### config.mk
export PLATFORM = sky130hd
export DESIGN_NAME = ps2_scancode_keyboard_decoder_core
export DESIGN_NICKNAME = d
export VERILOG_FILES = /design/src/ps2kbd_pkg.sv /design/src/ps2_scancode_keyboard_decoder_core.sv /design/src/ps2kbd_cmd_queue.sv
export SDC_FILE = /design/constraint.sdc
export NUM_CORES = 1
export LEC_CHECK = 0
export ABC_CLOCK_PERIOD_IN_PS = 12000
export BUFFER_PORTS_ARGS = -buffer_cell sky130_fd_sc_hd__buf_2
export CAP_MARGIN = 10
export CORE_UTILIZATION = 30
export DETAILED_ROUTE_END_ITERATION = 10
export GPL_ROUTABILITY_DRIVEN = 0
export PLACE_DENSITY = 0.46
export SETUP_SLACK_MARGIN = 0.15
export SYNTH_ARGS = -nofsm -noshare
export SYNTH_HDL_FRONTEND = slang
export SYNTH_SLANG_ARGS = --single-unit
### constraint.sdc
create_clock -name clk -period 12 [get_ports clk]
set_clock_uncertainty 0.1 [all_clocks]
set_input_delay 2.4 -clock clk [delete_from_list [all_inputs] [get_ports clk]]
set_output_delay 2.4 -clock clk [all_outputs]
set_load 0.1 [all_outputs]
### src/ps2kbd_pkg.sv
`timescale 1ns / 1ps
// ----------------------------------------------------------------------------
// ps2kbd_pkg
// Shared types, scan code constants and key map tables for the set 1 decoder.
// ----------------------------------------------------------------------------
package ps2kbd_pkg;

  localparam int CMD_QUEUE_DEPTH_DEF = 32;

  // Scan codes (set 1) and keyboard responses
  localparam logic [7:0] SC_TAB         = 8'h0F;
  localparam logic [7:0] SC_F11         = 8'h57;
  localparam logic [7:0] SC_KEY_C       = 8'h2E;
  localparam logic [7:0] SC_F2          = 8'h3C;
  localparam logic [7:0] SC_LSHIFT_MAKE = 8'h2A;
  localparam logic [7:0] SC_RSHIFT_MAKE = 8'h36;
  localparam logic [7:0] SC_LSHIFT_BRK  = 8'hAA;
  localparam logic [7:0] SC_RSHIFT_BRK  = 8'hB6;
  localparam logic [7:0] SC_CTRL_MAKE   = 8'h1D;
  localparam logic [7:0] SC_CTRL_BRK    = 8'h9D;
  localparam logic [7:0] SC_CAPS_LOCK   = 8'h3A;
  localparam logic [7:0] SC_NUM_LOCK    = 8'h45;
  localparam logic [7:0] SC_SCROLL_LOCK = 8'h46;
  localparam logic [7:0] RSP_ACK        = 8'hFA;
  localparam logic [7:0] RSP_RESEND     = 8'hFE;
  localparam logic [7:0] CMD_SET_LEDS   = 8'hED;

  // LED bit masks
  localparam logic [2:0] LED_CAPS   = 3'b100;
  localparam logic [2:0] LED_NUM    = 3'b010;
  localparam logic [2:0] LED_SCROLL = 3'b001;

  // Hotkey event codes
  localparam logic [7:0] HK_TAB         = 8'd0;
  localparam logic [7:0] HK_F11         = 8'd1;
  localparam logic [7:0] HK_BREAK       = 8'd2;
  localparam logic [7:0] HK_NEW_CONSOLE = 8'd3;

  localparam logic [7:0] CHR_UPPER_A = 8'h41;
  localparam logic [7:0] CHR_UPPER_Z = 8'h5A;
  localparam logic [7:0] CHR_CASE    = 8'h20;

  typedef enum logic [1:0] {
    KIND_CHAR   = 2'd0,
    KIND_CMD    = 2'd1,
    KIND_HOTKEY = 2'd2
  } kind_t;

  // Per-item sequencer steps: send queued byte, character, event/queue update
  typedef enum logic [1:0] {
    PH_SEND  = 2'd0,
    PH_CHAR  = 2'd1,
    PH_EVENT = 2'd2
  } phase_t;

  typedef struct packed {
    logic       push;
    logic       pop;
    logic [7:0] push_byte;
  } q_ctrl_t;

  typedef struct packed {
    logic       empty;
    logic       full;
    logic [7:0] head_byte;
  } q_stat_t;

  localparam logic [7:0] PLAIN_MAP [128] = '{
    8'h00, 8'h00, 8'h31, 8'h32, 8'h33, 8'h34, 8'h35, 8'h36,
    8'h37, 8'h38, 8'h39, 8'h30, 8'h2D, 8'h5E, 8'h08, 8'h00,
    8'h51, 8'h57, 8'h45, 8'h52, 8'h54, 8'h59, 8'h55, 8'h49,
    8'h4F, 8'h50, 8'h40, 8'h5B, 8'h0A, 8'h00, 8'h41, 8'h53,
    8'h44, 8'h46, 8'h47, 8'h48, 8'h4A, 8'h4B, 8'h4C, 8'h3B,
    8'h3A, 8'h00, 8'h00, 8'h5D, 8'h5A, 8'h58, 8'h43, 8'h56,
    8'h42, 8'h4E, 8'h4D, 8'h2C, 8'h2E, 8'h2F, 8'h00, 8'h2A,
    8'h00, 8'h20, 8'h00, 8'h00, 8'h00, 8'h00, 8'h00, 8'h00,
    8'h00, 8'h00, 8'h00, 8'h00, 8'h00, 8'h00, 8'h00, 8'h37,
    8'h38, 8'h39, 8'h2D, 8'h34, 8'h35, 8'h36, 8'h2B, 8'h31,
    8'h32, 8'h33, 8'h30, 8'h2E, 8'h00, 8'h00, 8'h00, 8'h00,
    8'h00, 8'h00, 8'h00, 8'h00, 8'h00, 8'h00, 8'h00, 8'h00,
    8'h00, 8'h00, 8'h00, 8'h00, 8'h00, 8'h00, 8'h00, 8'h00,
    8'h00, 8'h00, 8'h00, 8'h00, 8'h00, 8'h00, 8'h00, 8'h00,
    8'h00, 8'h00, 8'h00, 8'h5C, 8'h00, 8'h00, 8'h00, 8'h00,
    8'h00, 8'h00, 8'h00, 8'h00, 8'h00, 8'h5C, 8'h00, 8'h00
  };

  localparam logic [7:0] SHIFTED_MAP [128] = '{
    8'h00, 8'h00, 8'h21, 8'h22, 8'h23, 8'h24, 8'h25, 8'h26,
    8'h27, 8'h28, 8'h29, 8'h7E, 8'h3D, 8'h7E, 8'h08, 8'h00,
    8'h51, 8'h57, 8'h45, 8'h52, 8'h54, 8'h59, 8'h55, 8'h49,
    8'h4F, 8'h50, 8'h60, 8'h7B, 8'h0A, 8'h00, 8'h41, 8'h53,
    8'h44, 8'h46, 8'h47, 8'h48, 8'h4A, 8'h4B, 8'h4C, 8'h2B,
    8'h2A, 8'h00, 8'h00, 8'h7D, 8'h5A, 8'h58, 8'h43, 8'h56,
    8'h42, 8'h4E, 8'h4D, 8'h3C, 8'h3E, 8'h3F, 8'h00, 8'h2A,
    8'h00, 8'h20, 8'h00, 8'h00, 8'h00, 8'h00, 8'h00, 8'h00,
    8'h00, 8'h00, 8'h00, 8'h00, 8'h00, 8'h00, 8'h00, 8'h37,
    8'h38, 8'h39, 8'h2D, 8'h34, 8'h35, 8'h36, 8'h2B, 8'h31,
    8'h32, 8'h33, 8'h30, 8'h2E, 8'h00, 8'h00, 8'h00, 8'h00,
    8'h00, 8'h00, 8'h00, 8'h00, 8'h00, 8'h00, 8'h00, 8'h00,
    8'h00, 8'h00, 8'h00, 8'h00, 8'h00, 8'h00, 8'h00, 8'h00,
    8'h00, 8'h00, 8'h00, 8'h00, 8'h00, 8'h00, 8'h00, 8'h00,
    8'h00, 8'h00, 8'h00, 8'h5F, 8'h00, 8'h00, 8'h00, 8'h00,
    8'h00, 8'h00, 8'h00, 8'h00, 8'h00, 8'h7C, 8'h00, 8'h00
  };

endpackage

### src/ps2_scancode_keyboard_decoder_core.sv
`timescale 1ns / 1ps
// ----------------------------------------------------------------------------
// ps2_scancode_keyboard_decoder_core
// Scan code set 1 decoder with modifier tracking, lock LEDs and a queue of
// LED command bytes sent to the keyboard.
// ----------------------------------------------------------------------------
//
//  Channel   Dir  Signals                         Word contents
//  --------  ---  ------------------------------  ----------------------------
//  s_axis    in   tvalid/tready/tdata[7:0]        scan_code
//  m_axis    out  tvalid/tready/tdata/tuser/tlast tdata=value, tuser=kind,
//                                                 tlast=last
//  cfg       in   valid/ready/data[2:0]           initial_leds
//
//  Each byte passes through three sequencer steps: one sends the queued
//  command byte, one the character, one the hotkey or resend.
//  These steps set the rate; at most one result leaves per step.
//  Output stalls hold the sequencer at a step that has a word to emit.
//  A new byte is taken in the cycle the previous one finishes its last step.
//  rst (synchronous) clears modifiers, LEDs, the wait flag and the queue;
//  queue memory contents are not cleared.
//
module ps2_scancode_keyboard_decoder_core #(
  parameter int CMD_QUEUE_DEPTH = ps2kbd_pkg::CMD_QUEUE_DEPTH_DEF
) (
  input  logic       clk,
  input  logic       rst,
  // scan byte in
  input  logic       s_axis_tvalid,
  output logic       s_axis_tready,
  input  logic [7:0] s_axis_tdata,   // [7:0] scan_code
  // decoded word out
  output logic       m_axis_tvalid,
  input  logic       m_axis_tready,
  output logic [7:0] m_axis_tdata,   // [7:0] value
  output logic [1:0] m_axis_tuser,   // [1:0] kind
  output logic       m_axis_tlast,   // last word for this scan byte
  // LED preset
  input  logic       cfg_valid,
  output logic       cfg_ready,
  input  logic [2:0] cfg_data        // [2:0] initial_leds
);
  import ps2kbd_pkg::*;

  // Byte under work
  logic       in_valid;
  logic [7:0] in_code;
  phase_t     phase;
  phase_t     phase_next;

  // Keyboard state
  logic [1:0] shift_bits;
  logic       ctrl_down;
  logic [2:0] led_bits;
  logic       wait_valid;
  logic [7:0] wait_byte;

  q_ctrl_t    q_ctrl;
  q_stat_t    q_stat;

  // Decode of the held byte
  logic       is_lock;
  logic [2:0] lock_mask;
  logic [7:0] ch_raw;
  logic [7:0] ch;
  logic       char_go;
  logic       hk_go;
  logic [7:0] hk_code;
  logic       rs_go;
  logic       pop_go;

  // Current step
  logic       emit;
  kind_t      e_kind;
  logic [7:0] e_value;
  logic       e_last;
  logic       out_free;
  logic       step_ok;
  logic       item_done;

  assign cfg_ready = 1'b1;

  ps2kbd_cmd_queue #(
    .DEPTH (CMD_QUEUE_DEPTH)
  ) u_cmd_queue (
    .clk  (clk),
    .rst  (rst),
    .ctrl (q_ctrl),
    .stat (q_stat)
  );

  // A queued byte goes out only when nothing awaits acknowledge.
  assign pop_go = !q_stat.empty && !wait_valid;

  // Character lookup; break codes and responses never map.
  always_comb begin
    ch_raw = in_code[7] ? 8'h00
           : ((shift_bits != 2'b00) ? SHIFTED_MAP[in_code[6:0]]
                                    : PLAIN_MAP[in_code[6:0]]);
    ch = ch_raw;
    // Lower case unless exactly one of shift and caps lock is active
    if (ch_raw >= CHR_UPPER_A && ch_raw <= CHR_UPPER_Z &&
        (led_bits[2] == (shift_bits != 2'b00))) begin
      ch = ch_raw + CHR_CASE;
    end
  end
  assign char_go = (ch != 8'h00);

  always_comb begin
    hk_go     = 1'b0;
    hk_code   = HK_TAB;
    is_lock   = 1'b0;
    lock_mask = LED_SCROLL;
    case (in_code)
      SC_TAB: begin
        hk_go = 1'b1;
      end
      SC_F11: begin
        hk_go   = 1'b1;
        hk_code = HK_F11;
      end
      SC_KEY_C: begin
        hk_go   = ctrl_down;
        hk_code = HK_BREAK;
      end
      SC_F2: begin
        hk_go   = (shift_bits != 2'b00);
        hk_code = HK_NEW_CONSOLE;
      end
      SC_CAPS_LOCK: begin
        is_lock   = 1'b1;
        lock_mask = LED_CAPS;
      end
      SC_NUM_LOCK: begin
        is_lock   = 1'b1;
        lock_mask = LED_NUM;
      end
      SC_SCROLL_LOCK: begin
        is_lock = 1'b1;
      end
      default: begin
        hk_go = 1'b0;
      end
    endcase
  end

  // Resend covers a byte popped earlier in this same item as well.
  assign rs_go = (in_code == RSP_RESEND) && (wait_valid || pop_go);

  // Word of the current step; lock keys emit nothing, they update the queue.
  always_comb begin
    emit    = 1'b0;
    e_kind  = KIND_CMD;
    e_value = q_stat.head_byte;
    e_last  = 1'b1;
    case (phase)
      PH_SEND: begin
        emit    = pop_go;
        e_kind  = KIND_CMD;
        e_value = q_stat.head_byte;
        e_last  = !(char_go || hk_go || rs_go);
      end
      PH_CHAR: begin
        emit    = char_go;
        e_kind  = KIND_CHAR;
        e_value = ch;
        e_last  = !(hk_go || rs_go);
      end
      PH_EVENT: begin
        emit    = hk_go || rs_go;
        e_kind  = hk_go ? KIND_HOTKEY : KIND_CMD;
        e_value = hk_go ? hk_code : wait_byte;
        e_last  = 1'b1;
      end
      default: begin
        emit = 1'b0;
      end
    endcase
  end

  assign out_free  = !m_axis_tvalid || m_axis_tready;
  assign step_ok   = in_valid && (!emit || out_free);
  assign item_done = step_ok && (phase == PH_EVENT);

  assign s_axis_tready = !in_valid || item_done;

  // Queue traffic: pop on send, LED command then LED byte on a lock key
  always_comb begin
    q_ctrl.pop       = step_ok && (phase == PH_SEND) && pop_go;
    q_ctrl.push      = step_ok && is_lock && (phase == PH_CHAR || phase == PH_EVENT);
    q_ctrl.push_byte = (phase == PH_CHAR) ? CMD_SET_LEDS : {5'b00000, led_bits};
  end

  // Sequencer
  always_comb begin
    phase_next = phase;
    if (step_ok) begin
      case (phase)
        PH_SEND:  phase_next = PH_CHAR;
        PH_CHAR:  phase_next = PH_EVENT;
        PH_EVENT: phase_next = PH_SEND;
        default:  phase_next = PH_SEND;
      endcase
    end
  end

  always_ff @(posedge clk) begin
    if (rst) begin
      phase <= PH_SEND;
    end else begin
      phase <= phase_next;
    end
  end

  // Input holding register
  always_ff @(posedge clk) begin
    if (rst) begin
      in_valid <= 1'b0;
    end else if (s_axis_tvalid && s_axis_tready) begin
      in_valid <= 1'b1;
    end else if (item_done) begin
      in_valid <= 1'b0;
    end
  end

  always_ff @(posedge clk) begin
    if (s_axis_tvalid && s_axis_tready) begin
      in_code <= s_axis_tdata;
    end
  end

  // Keyboard state updates
  always_ff @(posedge clk) begin
    if (rst) begin
      shift_bits <= 2'b00;
      ctrl_down  <= 1'b0;
      led_bits   <= 3'b000;
      wait_valid <= 1'b0;
      wait_byte  <= 8'h00;
    end else begin
      if (q_ctrl.pop) begin
        wait_valid <= 1'b1;
        wait_byte  <= q_stat.head_byte;
      end
      if (step_ok && phase == PH_CHAR && is_lock) begin
        led_bits <= led_bits ^ lock_mask;
      end
      if (item_done) begin
        case (in_code)
          SC_LSHIFT_MAKE: shift_bits[0] <= 1'b1;
          SC_RSHIFT_MAKE: shift_bits[1] <= 1'b1;
          SC_LSHIFT_BRK:  shift_bits[0] <= 1'b0;
          SC_RSHIFT_BRK:  shift_bits[1] <= 1'b0;
          SC_CTRL_MAKE:   ctrl_down     <= 1'b1;
          SC_CTRL_BRK:    ctrl_down     <= 1'b0;
          RSP_ACK:        wait_valid    <= 1'b0;
          default:        ctrl_down     <= ctrl_down;
        endcase
      end
      // The user sends presets only while idle (unenforced); LEDs load directly
      if (cfg_valid && cfg_ready) begin
        led_bits <= cfg_data;
      end
    end
  end

  // Output register: advance when empty or taken
  always_ff @(posedge clk) begin
    if (rst) begin
      m_axis_tvalid <= 1'b0;
    end else if (out_free) begin
      m_axis_tvalid <= in_valid && emit;
    end
  end

  always_ff @(posedge clk) begin
    if (out_free && in_valid && emit) begin
      m_axis_tdata <= e_value;
      m_axis_tuser <= e_kind;
      m_axis_tlast <= e_last;
    end
  end

endmodule

### src/ps2kbd_cmd_queue.sv
`timescale 1ns / 1ps
// ----------------------------------------------------------------------------
// ps2kbd_cmd_queue
// Circular queue of keyboard command bytes in a synchronous memory. The head
// entry is read ahead into a register; a write to that entry is forwarded.
// ----------------------------------------------------------------------------
module ps2kbd_cmd_queue #(
  parameter int DEPTH = ps2kbd_pkg::CMD_QUEUE_DEPTH_DEF
) (
  input  logic                clk,
  input  logic                rst,
  input  ps2kbd_pkg::q_ctrl_t ctrl,
  output ps2kbd_pkg::q_stat_t stat
);
  import ps2kbd_pkg::*;

  localparam int PTR_W = $clog2(DEPTH);
  localparam int CNT_W = $clog2(DEPTH + 1);
  localparam logic [PTR_W:0]   DEPTH_SUM = (PTR_W + 1)'(DEPTH);
  localparam logic [PTR_W-1:0] LAST_PTR  = PTR_W'(DEPTH - 1);
  localparam logic [CNT_W-1:0] DEPTH_CNT = CNT_W'(DEPTH);

  logic [7:0]       mem [DEPTH];
  logic [PTR_W-1:0] head;
  logic [PTR_W-1:0] head_next;
  logic [CNT_W-1:0] count;
  logic [CNT_W-1:0] count_next;
  logic [PTR_W:0]   tail_sum;
  logic [PTR_W-1:0] tail;
  logic             wr_en;
  logic             rd_en;
  logic [7:0]       rd_data;
  logic             fwd;
  logic [7:0]       fwd_data;

  assign stat.empty = (count == '0);
  assign stat.full  = (count == DEPTH_CNT);
  assign stat.head_byte = fwd ? fwd_data : rd_data;

  // count < DEPTH whenever a write is taken, so its low bits suffice
  assign tail_sum = {1'b0, head} + {1'b0, count[PTR_W-1:0]};
  assign tail     = (tail_sum >= DEPTH_SUM) ? PTR_W'(tail_sum - DEPTH_SUM)
                                            : tail_sum[PTR_W-1:0];

  assign wr_en = ctrl.push && !stat.full;
  assign rd_en = ctrl.pop && !stat.empty;

  always_comb begin
    head_next  = head;
    count_next = count;
    if (rd_en) begin
      head_next = (head == LAST_PTR) ? '0 : head + 1'b1;
    end
    case ({wr_en, rd_en})
      2'b10:   count_next = count + 1'b1;
      2'b01:   count_next = count - 1'b1;
      default: count_next = count;
    endcase
  end

  always_ff @(posedge clk) begin
    if (rst) begin
      head  <= '0;
      count <= '0;
      fwd   <= 1'b0;
    end else begin
      head  <= head_next;
      count <= count_next;
      fwd   <= wr_en && (tail == head_next);
    end
  end

  always_ff @(posedge clk) begin
    if (wr_en) begin
      mem[tail] <= ctrl.push_byte;
    end
    rd_data  <= mem[head_next];
    fwd_data <= ctrl.push_byte;
  end

endmodule

After elaboration in Yosys (flattened, before gate mapping):

Memories as Yosys holds them, arrays and structs flattened. A register that Yosys moved wholly into a read port is not among the register bits.
Index checks and enable logic that the tools add are counted.

* add/sub/neg operators: 6
* magnitude comparators: 4
* eq/ne operators: 23
* mux-type cells: 36
* bitwise logic cells: 2
* reductions and logical operators: 50

Operator list (number)
* 2-to-1 mux 8 bit: 10
* == test 8 x 6 -> 1 bit, second input constant: 5
* == test 8 bit, second input constant: 5
* == test 8 x 7 -> 1 bit, second input constant: 3
* logical AND 1 bit: 19
* one-hot mux 8 bit (2 select lines): 1
* 2-to-1 mux 5 bit: 3
* nonzero test 2 bit: 7
* one-hot mux 6 bit (2 select lines): 1
* adder 8 x 6 -> 8 bit, second input constant: 1
* == test 8 x 4 -> 1 bit, second input constant: 1
* == test 8 x 5 -> 1 bit, second input constant: 1
* >= comparator 8 x 7 -> 1 bit, second input constant: 1
* >= comparator 8 bit, second input constant: 1
* <= comparator 8 x 7 -> 1 bit, second input constant: 1
* zero test 1 bit: 8
* logical OR 1 bit: 8
* 2-to-1 mux 1 bit: 8
* NOT 7 -> 8 bit: 1
* one-hot mux 1 bit (2 select lines): 4
* one-hot mux 2 bit (2 select lines): 2
* nonzero test 8 bit: 1
* adder 5 x 5 -> 6 bit: 1
* adder 6 x 1 -> 6 bit, second input constant: 1
* 21 further kinds: 27

* bits in registers: 58
* RAM bits: 256
* ROM bits: 2048
* input bits: 16
* output and inout bits: 14
* logic and storage cells: 141
* memories kept: 3

Memory list
* (no name shown): depth 128, bits a word 8, rd ports 1, clocked after Yosys merged registers in 0, write ports 0, RTL line ps2_scancode_keyboard_decoder_core.sv:99 `: PLAIN_MAP[in_code[6:0]]);`
* (no name shown): depth 128, bits a word 8, rd ports 1, clocked after Yosys merged registers in 0, write ports 0, RTL line ps2_scancode_keyboard_decoder_core.sv:98 `: ((shift_bits != 2'b00) ? SHIFTED_MAP[in_code[6:0]]`
* u_cmd_queue.mem: depth 32, bits a word 8, rd ports 1, clocked after Yosys merged registers in 1, write ports 1, RTL line ps2kbd_cmd_queue.sv:23 `logic [7:0] mem [DEPTH];`

Logic depth before layout (Yosys ltp):

* depth after elaboration: 21
* depth in mapped cells: 27
* depth with buffers taken out: 24

Cells and area by module:

A second synthesis with hierarchy kept.

* cells, all modules: 1244
* area total of the unflattened synthesis: 15035.7 um^2

Modules (own cells, without submodules)
* ps2kbd_cmd_queue: times used 1, cells an instance 837, area each 11569.8 um^2, seq. area each 8247.9 um^2
* ps2_scancode_keyboard_decoder_core: times used 1, cells an instance 407, area each 3465.8 um^2, seq. area each 950.9 um^2

Worst setup path before layout:

No wires, ideal clock.

* kind: register -> output
* start point: reg in_code[1]
* end point: out s_axis_tready
* data arrival time: 5885 ps
* data required time: 9500 ps
* path slack: 3615 ps
* cell stages (with the launch flop): 17
* path buffers: 2
* path through: edfxtp_1 -> clkbuf_1 -> inv_1 -> ha_1 -> clkbuf_1 -> or3b_1 -> a311o_1 -> nor3_1 -> a211oi_1 -> nor2_1 -> ha_1 -> inv_1 -> nand2_1 -> o311a_1 -> a211o_1 -> o21a_1 -> o21ai_0

* cells in the longest elaborated chain, start to end: 17
* elaborated cells between the ends (all ways): 31
* classes of those cells: add/sub (1); order compare (2); eq/ne (5); mux (9); bitwise (1); reduce/logical (11); memory (2)

Ends and longest elaborated chain
* start, declared: RTL line ps2_scancode_keyboard_decoder_core.sv:47 `logic [7:0] in_code;`
* start signal, assigned: RTL line ps2_scancode_keyboard_decoder_core.sv:228 `in_code <= s_axis_tdata;`
* NOT 7 -> 8 bit (not written as such): RTL line ps2_scancode_keyboard_decoder_core.sv:98, ps2_scancode_keyboard_decoder_core.sv:99
* memory (128 x 8 bit) (on tied branches)
* 2-to-1 mux 8 bit (on tied branches) (2 in a row): RTL line ps2_scancode_keyboard_decoder_core.sv:99, ps2_scancode_keyboard_decoder_core.sv:98
* 2-to-1 mux 8 bit: RTL line ps2_scancode_keyboard_decoder_core.sv:98
* 2-to-1 mux 8 bit: RTL line ps2_scancode_keyboard_decoder_core.sv:97 `ch_raw = in_code[7] ? 8'h00`
* >= comparator 8 x 7 -> 1 bit / <= comparator 8 x 7 -> 1 bit (equally long branches): RTL line ps2_scancode_keyboard_decoder_core.sv:102 `if (ch_raw >= CHR_UPPER_A && ch_raw <= CHR_UPPER_Z &&`
* logical AND 1 bit (2 in a row): RTL line ps2_scancode_keyboard_decoder_core.sv:102
* 2-to-1 mux 8 bit: RTL line ps2_scancode_keyboard_decoder_core.sv:102
* nonzero test 8 bit: RTL line ps2_scancode_keyboard_decoder_core.sv:107 `assign char_go = (ch != 8'h00);`
* one-hot mux 1 bit (3 select lines) (*): RTL line ps2_scancode_keyboard_decoder_core.sv:156 `case (phase)`
* zero test 1 bit (*): RTL line ps2_scancode_keyboard_decoder_core.sv:182 `assign step_ok = in_valid && (!emit || out_free);`
* logical OR 1 bit (*): RTL line ps2_scancode_keyboard_decoder_core.sv:182
* logical AND 1 bit (*): RTL line ps2_scancode_keyboard_decoder_core.sv:182
* logical AND 1 bit (*): RTL line ps2_scancode_keyboard_decoder_core.sv:183 `assign item_done = step_ok && (phase == PH_EVENT);`
* logical OR 1 bit (*): RTL line ps2_scancode_keyboard_decoder_core.sv:185 `assign s_axis_tready = !in_valid || item_done;`
* end, declared: RTL line ps2_scancode_keyboard_decoder_core.sv:30 `output logic s_axis_tready,`

Mark *: on every way between the ends. The rest lies on a longest branch, timed or not. The select of a mux whose other input is x is not followed.

Worst setup path after layout:

Ends and elaborated chain as after synthesis.

==> flow_summary_export.csv <==
group,metric,value,unit
route,drtIter0Drc,532,
cells_and_area,drive_gt1_share,17.0,%
sta,holdWs,0.396,ns
clocking,post_cts_buffers,0,
synthesis,yosysSeqAreaShare,53.5,%
synthesis,netlist_top_cells_area,"edfxtp_1 46%, mux4_2 7.5%, dfxtp_1 7.3%",
route,wl_per_cell,20.2,um
worst_setup_path,crit_family,"compound AO/OA/AOI/OAI gates",
sta,rsz0062_at_grt,"false",
route,drt-vias-per-instance,5.43,
worst_setup_path,end_kind,"output port",
run,drv_cap,0,
route,vias,6481,
sta,maxSlewViolCount,0,
sta,setup-tns-final,0,ns
power_and_ir_drop,powerDensity,133,mW/mm^2
synthesis,ys_ff_latch,182,
worst_setup_path,cp_max_fo,18,
worst_setup_path,arrival,5.38,ns
floorplanning,fp.dieH,181,um
worst_setup_path,critPathLaunchType,"flop",
placement,hpwl,16100,um
global_route,grt_max_degree,62,
floorplanning,rows,64,
cells_and_area,instances_no_fill,1193,
clocking,clock-sinks,182,
clocking,clk-insertion-delay-late,0.44,ns
floorplanning,core,0.0310,sq mm
synthesis,synth_top_area_share,46.2,%
global_route,grt_pass1_vias,6373,
placement,portBuffers,28,
worst_setup_path,max_stage_delay,0.72,ns
floorplanning,num_io_pins,30,
synthesis,yosysWarnings,0,
global_route,grt.overflow.total,0,
floorplanning,dieArea,0.0326,sq mm
route,first_pass_iters,5,
synthesis,yosys_most_used_dff,"edfxtp_1",
clocking,cts_buffer_depth,2,
sta,relSlewSlack,40.7,%
worst_setup_path,critical_path_class,"flop to output port",
worst_setup_path,crit_top_cell,"ha_1",
global_route,antenna_found_initial,0,
cells_and_area,finish.instance_area,0.0107,sq mm
worst_setup_path,critical_path.slowest_cell,"ha_1",
sta,period_minus_slack,7.88,ns
clocking,path_clk_slew,0.09,ns
synthesis,syn_nets,826,
worst_setup_path,cp.required,9.50,ns
floorplanning,fp.dieW,181,um
clocking,root_buffer,"clkbuf_16",
cells_and_area,fin_nets,829,
synthesis,async_reset_ff_share,0,%
placement,post_dp_cell_area,0.0100,sq mm
clocking,numCtsBuffers,17,
synthesis,synth_commonest_cells,"147 x edfxtp_1, 43 x nand2_1, 43 x nor2_1",
synthesis,yosysMostFrequentCell,"edfxtp_1",
synthesis,syn_area,0.00956,sq mm
cells_and_area,fillers,3024,
sta,fmax,127,MHz
global_route,grt_pass1_wl,38600,um
worst_setup_path,crit_buf_inv,2,
clocking,holdBufCountCts,0,
worst_hold_path,holdCritPathClass,"flop to flop",
worst_setup_path,path_cells,"ha_1 > or3b_2 > a21oi_1 > nor2_1 > a211oi_1 > ha_1 > inv_1 > nand2_1 > o311a_1 > a211o_1 > o21a_1 > o21ai_0 > buf_2",
status,status,"finished, final reports clean",
power_and_ir_drop,vdd_drop_max,96.9,uV
route,drt-total-wl,24100,um
synthesis,yosys.area.top_type,"edfxtp_1",
global_route,track_usage,15.5,%
placement,dp.cells,1160,
synthesis,syn_area_per_cell,12.3,sq um
route,drc,0,
sta,hold_violations,0,
power_and_ir_drop,leakagePower,3.59,nW
floorplanning,start_util,30.9,%
route,final_antenna_net_count,0,
synthesis,synth_edf_count,147,
clocking,ctsResizeCount,0,
sta,setup_violations,0,
clocking,cts_tree,"yes",
synthesis,ys_types,79,
clocking,htree_levels,4,
synthesis,synthCells,780,
cells_and_area,syn2layout_area_growth,11.5,%
sta,worst_pin_slew,0.883,ns
sta,layout_worst_path_cycle_share,65.6,%
==> registers in the layout, indices dropped and copies added (netlist names) <==
register and cells:
u_cmd_queue.rd_data 4, wait_byte 4, in_code 8, u_cmd_queue.fwd_data 4, phase 2, in_valid 1, shift_bits 2, u_cmd_queue.mem 128
u_cmd_queue.count 6, wait_valid 1, m_axis_tdata 8, u_cmd_queue.head 5, u_cmd_queue.fwd 1, led_bits 3, m_axis_tvalid 1, ctrl_down 1
m_axis_tuser 2, m_axis_tlast 1
==> metrics by stage <==
stage | worst slack [ns] | total power, mW | util (%)
after floorplan | 3.62 | 0.803 | -
after global placement | 4.74 | 0.843 | 32.4
after detailed placement | 4.65 | 0.841 | 32.4
after CTS | 4.15 | 1.43 | 34.4
after global routing | 3.71 | 1.47 | 34.4
final | 4.12 | 1.41 | 34.4
==> worst min-delay path: cells and delay by family (launching register included) <==
family,cells,cell delay (ns)
AO/OA/AOI/OAI,1,0.05
flip-flops,1,0.34
AND/OR/NAND/NOR,1,0.08
==> per-layer routing <==
metal	wire, um	GRT usage (%)	part of all wire (%)
met5	0	0	0
met4	409	4.55	1.7
met3	932	2.75	3.9
met2	10900	23.4	45
met1	11900	22.4	49
==> layout make-up <==
class / instances / area (sq um) / share of cell area, %
sequential: 182 / 5110 / 48.0
multi-input combinational: 516 / 4090 / 38.4
tap: 396 / 495 / 4.65
clock buffer: 17 / 425 / 3.99
timing repair buffer: 39 / 223 / 2.09
clock inverter: 15 / 201 / 1.89
inverter: 27 / 101 / 0.951
antenna: 1 / 2.50 / 0.0235
==> cell usage in the layout (no fill, tap or decap), types with 8 or more instances in the layout <==
| cell | n |
|---|---|
| o21ai_0 | 22 |
| buf_2 | 28 |
| nand2_1 | 43 |
| clkbuf_16 | 17 |
| nand3_1 | 9 |
| mux4_2 | 32 |
| a221oi_1 | 9 |
| buf_4 | 11 |
| nand2b_1 | 17 |
| edfxtp_1 | 147 |
| inv_1 | 25 |
| dfxtp_1 | 35 |
| ha_1 | 27 |
| xnor2_1 | 10 |
| and2_1 | 8 |
| a21oi_1 | 42 |
| nor2b_1 | 15 |
| a211oi_1 | 13 |
| a21o_1 | 8 |
| mux2_2 | 10 |
| a31oi_1 | 9 |
| mux2i_1 | 20 |
| nor3_1 | 41 |
| nor2_1 | 43 |
| o211ai_1 | 8 |
==> report_power, final <==
group	internal (mW)	switching [mW]	total, mW	leakage, nW
clock network	0.292	0.295	0.587	0.304
logic	0.0342	0.0926	0.127	1.65
registers	0.696	0.00400	0.700	1.63
==> cells by family (layout without fill, tap and decap cells) <==
kind of cell | after synthesis | after routing | synth area share, %
flip-flops | 182 | 182 | 53.5
buffers and inverters | 82 | 98 | 4.00
AND/OR/NAND/NOR | 228 | 228 | 12.8
adder cells (fa/ha/maj) | 30 | 30 | 4.08
other | 1 | 2 | 0.0392
XOR/XNOR | 16 | 16 | 1.47
multiplexers | 63 | 63 | 10.9
AO/OA/AOI/OAI | 178 | 178 | 13.2
==> worst paths after layout <==
path / start / end / slack [ns] / depth (start not counted)
max: in_code[1] / s_axis_tready / 4.12 / 13
min: ctrl_down / ctrl_down / 0.40 / 2
max reg2reg: in_code[1] / u_cmd_queue.count[5] / 4.63 / 21
min reg2reg: ctrl_down / ctrl_down / 0.40 / 2
No activity file was read; power rests on OpenSTA's default activity.
